## config.mk

```make
export PLATFORM = sky130hd
export DESIGN_NAME = bts_vectoring
export DESIGN_NICKNAME = d
export VERILOG_FILES = /design/src/sv/bts_pkg.sv /design/src/sv/bts_vectoring.sv
export SDC_FILE = /design/constraint.sdc
export NUM_CORES = 2
export LEC_CHECK = 0
export ABC_AREA = 0
export BUFFER_PORTS_ARGS = -buffer_cell sky130_fd_sc_hd__buf_4
export CAP_MARGIN = 40
export CORE_MARGIN = 2
export CORE_UTILIZATION = 25
export CTS_CLUSTER_DIAMETER = 30
export DETAILED_ROUTE_END_ITERATION = 10
export PLACE_DENSITY = 0.42
export SLEW_MARGIN = 20
export SYNTH_ARGS = -nofsm -noshare
export SYNTH_HDL_FRONTEND = slang
export SYNTH_SLANG_ARGS = --single-unit
```

## constraint.sdc

```tcl
create_clock -name i_clk -period 11 [get_ports i_clk]
set_input_delay 0.55 -clock i_clk [delete_from_list [all_inputs] [get_ports i_clk]]
set_output_delay 0.55 -clock i_clk [all_outputs]
set_load 0.005 [all_outputs]
```

## src/sv/bts_pkg.sv

```systemverilog
// ----------------------------------------------------------------------------
// Bounded turn vector steer package
// Shared widths, types and CORDIC constants for the steering pipeline.
// ----------------------------------------------------------------------------
package bts_pkg;

    localparam int COORD_WIDTH  = 16;
    localparam int CORDIC_STEPS = 16;
    localparam int TABLE_LEN    = 24;
    localparam int STEPS        = (CORDIC_STEPS < TABLE_LEN) ? CORDIC_STEPS : TABLE_LEN;

    localparam int ANGLE_W   = 16;           // binary angle, 2^16 is one turn
    localparam int ACC_W     = 32;           // vectoring accumulator, 2^32 is one turn
    localparam int TURN_W    = ANGLE_W + 1;  // signed turn after clamping
    localparam int PRE_SHIFT = 14;           // coordinates are scaled by 2^14
    localparam int XW        = COORD_WIDTH + PRE_SHIFT + 4;
    localparam int RZW       = ACC_W + 2;    // rotation residual angle
    localparam int GAIN_W    = 32;
    localparam int GAIN_SHIFT = 16;

    typedef logic signed [COORD_WIDTH-1:0] t_coord;
    typedef logic signed [XW-1:0]          t_wide;
    typedef logic        [ANGLE_W-1:0]     t_angle;
    typedef logic        [ACC_W-1:0]       t_acc;
    typedef logic signed [TURN_W-1:0]      t_turn;
    typedef logic signed [RZW-1:0]         t_rz;

    localparam t_acc HALF_TURN  = t_acc'(32'h8000_0000);
    localparam t_acc ANGLE_RND  = t_acc'(32'h0000_8000);
    localparam t_turn QUARTER   = t_turn'(16384);
    localparam t_turn HALF      = t_turn'(32768);
    localparam logic [ANGLE_W-1:0] MAX_TURN_RESET = ANGLE_W'(1024);

    // 1/K in Q1.30.
    localparam logic signed [GAIN_W-1:0] INV_GAIN = 32'sd652032874;

    // round(atan(2^-i) * 2^32 / (2*pi))
    localparam t_acc ATAN_TAB [0:TABLE_LEN-1] = '{
        32'd536870912, 32'd316933406, 32'd167458907, 32'd85004756,
        32'd42667331,  32'd21354465,  32'd10680862,  32'd5340245,
        32'd2670163,   32'd1335087,   32'd667544,    32'd333772,
        32'd166886,    32'd83443,     32'd41722,     32'd20861,
        32'd10430,     32'd5215,      32'd2608,      32'd1304,
        32'd652,       32'd326,       32'd163,       32'd81
    };

endpackage

```

## src/sv/bts_vectoring.sv

```systemverilog
// ----------------------------------------------------------------------------
// CORDIC vectoring pipeline
// Finds the binary angle of one vector, one iteration per register stage.
// ----------------------------------------------------------------------------
module bts_vectoring import bts_pkg::*; (
    input  logic   i_clk,
    input  logic   i_en,
    input  t_coord i_x,
    input  t_coord i_y,
    output t_angle o_angle
);

    t_wide r_x    [0:STEPS];
    t_wide r_y    [0:STEPS];
    t_acc  r_z    [0:STEPS];
    logic  r_zero [0:STEPS];

    t_wide n_x0;
    t_wide n_y0;
    t_acc  n_z0;
    t_acc  n_rnd;

    // Vectors in the left half plane are turned by pi first.
    always_comb begin
        n_x0 = t_wide'(i_x) <<< PRE_SHIFT;
        n_y0 = t_wide'(i_y) <<< PRE_SHIFT;
        n_z0 = '0;
        if (n_x0 < 0) begin
            n_x0 = -n_x0;
            n_y0 = -n_y0;
            n_z0 = HALF_TURN;
        end
    end

    always_ff @(posedge i_clk) begin
        if (i_en) begin
            r_x[0]    <= n_x0;
            r_y[0]    <= n_y0;
            r_z[0]    <= n_z0;
            r_zero[0] <= (i_x == '0) && (i_y == '0);
        end
    end

    for (genvar i = 0; i < STEPS; i++) begin : g_iter
        t_wide n_x;
        t_wide n_y;
        t_acc  n_z;

        always_comb begin
            if (!r_y[i][XW-1]) begin
                n_x = r_x[i] + (r_y[i] >>> i);
                n_y = r_y[i] - (r_x[i] >>> i);
                n_z = r_z[i] + ATAN_TAB[i];
            end else begin
                n_x = r_x[i] - (r_y[i] >>> i);
                n_y = r_y[i] + (r_x[i] >>> i);
                n_z = r_z[i] - ATAN_TAB[i];
            end
        end

        always_ff @(posedge i_clk) begin
            if (i_en) begin
                r_x[i+1]    <= n_x;
                r_y[i+1]    <= n_y;
                r_z[i+1]    <= n_z;
                r_zero[i+1] <= r_zero[i];
            end
        end
    end

    // Round the 32-bit accumulator to a 16-bit binary angle.
    assign n_rnd   = r_z[STEPS] + ANGLE_RND;
    assign o_angle = r_zero[STEPS] ? '0 : n_rnd[ACC_W-1 -: ANGLE_W];

endmodule

```

# [Word-level counts from Yosys, hierarchy flattened]
# Memories as Yosys holds them, arrays and structs flattened.
# Index checks and enable logic that the tools add are counted.
[totals] ff_bits=0 mem_bits_rw=1717 n_memories=4 wordCells=160 input_bits=34 output_inout_bits=16
[mem_list] name="r_x" depth=17 word_bits=34 read_ports=16 rd_ports_with_merged_regs=0 wr=17 line="bts_vectoring.sv:13" text="t_wide r_x [0:STEPS];"
[mem_list] name="r_y" depth=17 word_bits=34 read_ports=16 rd_ports_with_merged_regs=0 wr=17 line="bts_vectoring.sv:14" text="t_wide r_y [0:STEPS];"
[mem_list] name="r_z" depth=17 word_bits=32 read_ports=17 rd_ports_with_merged_regs=0 wr=17 line="bts_vectoring.sv:15" text="t_acc r_z [0:STEPS];"
[mem_list] name="r_zero" depth=17 word_bits=1 read_ports=17 rd_ports_with_merged_regs=0 wr=17 line="bts_vectoring.sv:16" text="logic r_zero [0:STEPS];"
[op_classes] add_sub_neg=98 mux=54 reduce_logical=3 order_cmp=1
[op_table] op="two-way mux 34 bit" count=34
[op_table] op="two-way mux 32 bit" count=17
[op_table] op="adder 34 x 19 -> 34 bit" count=2
[op_table] op="adder 34 x 20 -> 34 bit" count=2
[op_table] op="adder 34 x 21 -> 34 bit" count=2
[op_table] op="adder 34 x 22 -> 34 bit" count=2
[op_table] op="adder 34 x 23 -> 34 bit" count=2
[op_table] op="adder 34 x 24 -> 34 bit" count=2
[op_table] op="adder 34 x 25 -> 34 bit" count=2
[op_table] op="adder 34 x 26 -> 34 bit" count=2
[op_table] op="adder 34 x 27 -> 34 bit" count=2
[op_table] op="adder 34 x 28 -> 34 bit" count=2
[op_table] op="adder 34 x 29 -> 34 bit" count=2
[op_table] op="adder 34 x 30 -> 34 bit" count=2
[op_table] op="adder 34 x 31 -> 34 bit" count=2
[op_table] op="adder 34 x 32 -> 34 bit" count=2
[op_table] op="adder 34 x 33 -> 34 bit" count=2
[op_table] op="negation 30 -> 34 bit" count=2
[op_table] op="subtractor 34 x 19 -> 34 bit" count=2
[op_table] op="subtractor 34 x 20 -> 34 bit" count=2
[op_table] op="subtractor 34 x 21 -> 34 bit" count=2
[op_table] op="subtractor 34 x 22 -> 34 bit" count=2
[op_table] op="subtractor 34 x 23 -> 34 bit" count=2
[op_table] op="subtractor 34 x 24 -> 34 bit" count=2
[op_table] op="other kinds (48)" count=61

# [Depth between registers and ports, before layout]
[logic_depth] ltp_word=2 depth_mapped=21 depth_no_buf=21

# [Worst setup path before layout]
# Ideal clock, no wire load.
[synth_path] path_kind="register to register" from="mem r_y[0][135] in the netlist's numbering" to="mem r_y[0][169] in the netlist's numbering, data pin" path_stages_with_launch=19 t_required_ns=10.741 setup_slack_ns=6.298 n_path_buf=3 setup_ns=0.259 t_arrival_ns=4.443 cell_sequence="edfxtp_1 > clkbuf_1 > clkbuf_1 > buf_1 > nor2_1 > xor2_1 > ha_1 > fa_1 > a21o_1 > a21o_1 > a21oi_1 > o21ai_0 > a2111oi_0 > o41ai_1 > a41o_1 > a21oi_1 > o311ai_0 > a21oi_1 > xnor2_1"
[synth_lines] element="start, declared" line="bts_vectoring.sv:14"

==> results.txt <==
----------------------------------------------------
[Die]
  Starting Density ... 0.251
  Die ar. ... 0.450 mm^2
  Height of the die ... 671 um
  I/O Pins ... 50
  Chip width ... 671 um
  Number of cell rows ... 245
  Core Area ... 0.444 mm^2

[Routing]
  Routed wire length ... 314,000 um
  Drt via density ... 4.72
  Routed Antenna Nets ... 0
  DRC violations left ... 0
  Vias post-DR ... 86,700
  Detailed Routing Iterations Pass 1 ... 9
  Number of violations reported at the end of detailed-routing iteration 0 ... 4,781
  WL/cell ... 17.1 um

[Logic synthesis]
  Number of cells produced by synthesis ... 11,700
  Synthesized area per cell ... 9.49 um^2
  Most common cell in the synthesized netlist ... edfxtp_1
  Post-synthesis register bit count ... 1,317
  Post-synth design cell area ... 0.111 mm^2
  Number of enable flip-flop cells after synthesis ... 1,317
  Share of the yosys chip area belonging to registers ... 0.355
  Most common flop cell mapped by yosys ... edfxtp_1
  Top cell type by total area after synthesis ... edfxtp_1
  Top area cells in the synthesized netlist ... edfxtp_1 (36%), ha_1 (14%), xnor2_1 (8.6%)
  Synth async-reset ratio ... 0
  Distinct cells, synth ... 95
  Commonest cells post-synth ... edfxtp_1 (1,317), ha_1 (1,279), a21oi_1 (1,253)
  Fraction of synthesized cell area taken by the top area cell type ... 0.355
  Warnings from Yosys ... 0

[Setup path]
  Critical Path Source Type ... flop
  Longest individual stage delay on the worst path ... 800 ps
  Cell family with most CP delay ... simple AND/OR/NAND/NOR gates
  Crit Path Category ... flop to flop
  Cell-by-cell trace of the critical path ... or3_1 -> nor3b_1 -> nor3b_1 -> a31oi_1 -> xor2_1 -> ha_1 -> nand4_1 -> or2_2 -> a2111oi_0 -> o2111ai_1 -> o21ai_0 -> a31oi_1 -> or4_1 -> a21oi_1 -> nor2_1 -> xnor2_1
  Start point of the critical path ... r_x[0][213]
  Number of buffers and inverters on the critical path ... 0
  Max Fanout on Critical Path ... 5
  Critical path arrival ... 6590 ps
  Endpoint type of the worst setup path ... flop
  Reg2reg start ... r_x[0][213]
  Max stage delay cell, worst path ... a2111oi_0
  Critical path data required time ... 11,610 ps

[STA]
  Final critical delay including setup and external delays ... 5980 ps
  Final Worst Setup Slack ... 5020 ps
  RSZ-0062 raised after global routing ... no
  Slew at the pin with the worst max-slew slack ... 1120 ps
  Worst max-slew margin expressed relative to the limit ... 0.250
  Period utilization ... 0.544
  Achievable Freq ... 167 MHz
  Number of max-slew violations in the final report ... 0
  Final Hold Vio Count ... 0
  Final setup fails ... 0
  Total negative slack for setup checks ... 0 ps
  Setup clock skew after layout ... 114 ps

[Clock network]
  Clock slew at the register clock pins of the worst setup and hold paths ... 50 ps
  Clock Path Buffers ... 4
  Num CTS Buffers ... 402
  Post-CTS repair timing setup buffer count ... 0
  Post-cts resize count ... 0
  H-tree level count ... 5
  Clock root buffer ... clkbuf_16
  CTS tree ... yes
  Number of clock sinks ... 1,317
  Clock latency at the later pin of the worst-skew pair ... 950 ps

[Global route]
  Pin count of the biggest net entering global routing ... 192
  Initial antenna violation count ... 6
  Tot GR Track Use ... 0.134
  Grt ovf ... 0
  Wire length of the first global-routing pass ... 491,000 um
  Via count of the first global-routing pass ... 85,100

[Layout]
  Area taken by flip-flops and latches ... 0.0395 mm^2
  Area overhead of the layout relative to synthesis ... 19.4%
  Number of standard cells in the final layout excluding fillers ... 18,400
  Final-layout fill cell count ... 46,600
  Number of nets in the finished design ... 13,400
  Final non-filler cell area ... 0.133 mm^2
  Area of the multi-input gates ... 0.0692 mm^2
  Proportion of layout cells with a drive suffix above 1 ... 0.0646

[Placement]
  Setup WS pre-CTS ... 5260 ps
  Area after DPL ... 0.119 mm^2
  Placed wire-length estimate ... 249,000 um
  Final weighted congestion of routability-driven global placement ... 0.835
  Instance count after placement with tap cells included ... 17,600
  Port bufs ... 49

[Min path]
  Worst min path class ... input pin to flop
  Start point of the worst min-delay path ... i_x[6]

[Run]
  Max-capacitance violation count ... 0

[Status]
  Outcome ... finished, final reports clean

----------------------------------------------------
[placed cells by master, fill, tap and decap left out, drive strengths merged, types with 29 or more instances in the layout]
cell type and instances:
a211o 33, fa 33, nor2b 187, o21ai 582
and2 63, a211oi 76, or4 31, o211ai 31
o41ai 45, nor4 80, edfxtp 1317, nand2b 199
ha 1279, xnor2 1096, nand3 211, o31ai 60
a31oi 134, nor2 1114, a21boi 42, dlygate4sd3 29
nor3 293, xor2 601, clkinv 184, o21bai 168
or2 33, bufinv 61, o21a 155, nand2 631
a21oi 1253, clkbuf 474, buf 118, and3 102
or3 71, inv 495, a21o 610, nand4 85
[path summary, 6_finish.rpt]
kind	endpoint	slack [ps]	depth (start not counted)
setup / recovery	r_y[0][271]	5020	16
hold / removal	r_x[0][20]	100	2
setup reg to reg	r_y[0][271]	5020	16
hold reg to reg	r_zero[0][10]	360	0
[cell type report]
type | count | area share
multi-input combinational | 9730 | 0.521
clock buffer | 474 | 0.0785
tap | 5928 | 0.0558
sequential | 1317 | 0.298
antenna | 5 | 0.0000942
clock inverter | 267 | 0.0237
inverter | 489 | 0.0138
timing repair buffer | 148 | 0.00946
[state kept, by name, summed over array words and instances, names as in the netlist]
| name | cells |
|---|---|
| r_y | 442 |
| r_x | 432 |
| r_z | 426 |
| r_zero | 17 |
[per-stage QoR]
stage / util / hold WS (ps)
2_1_floorplan: - / 400
5_1_grt: 0.299 / 46.7
3_5_place_dp: 0.268 / 405
6_report: 0.299 / 96.9
3_3_place_gp: 0.268 / 401
4_1_cts: 0.299 / 8.13
[kinds of logic (layout without fill, tap and decap cells)]
kind of cell,after synthesis,in the layout,synth area share
AO/OA/AOI/OAI,3451,3451,0.195
XOR/XNOR,1697,1697,0.134
adder cells (fa/ha/maj),1312,1312,0.150
buffers and inverters,676,1378,0.0228
flip-flops,1317,1317,0.355
multiplexers,42,42,0.00403
other,1,9,0.0000337
AND/OR/NAND/NOR,3224,3224,0.139
[routing by layer]
layer	part of all wire	vias to the layer above	wire, um	global-route usage
met5	0	-	0	0
met4	0.023	0	7320	0.0351
met3	0.031	455	9720	0.0158
met2	0.49	1278	153000	0.236
met1	0.46	40700	143000	0.173
li1	-	44200	-	-
[timing repair]
item	CTS	global route
hold buffers	29	0
hold endpoints to repair	33	0
setup endpoints to repair	0	0
Power is left out: the tool's default activity adds up to more than one toggle a clock period on the data nets, which glitch-free logic cannot reach.
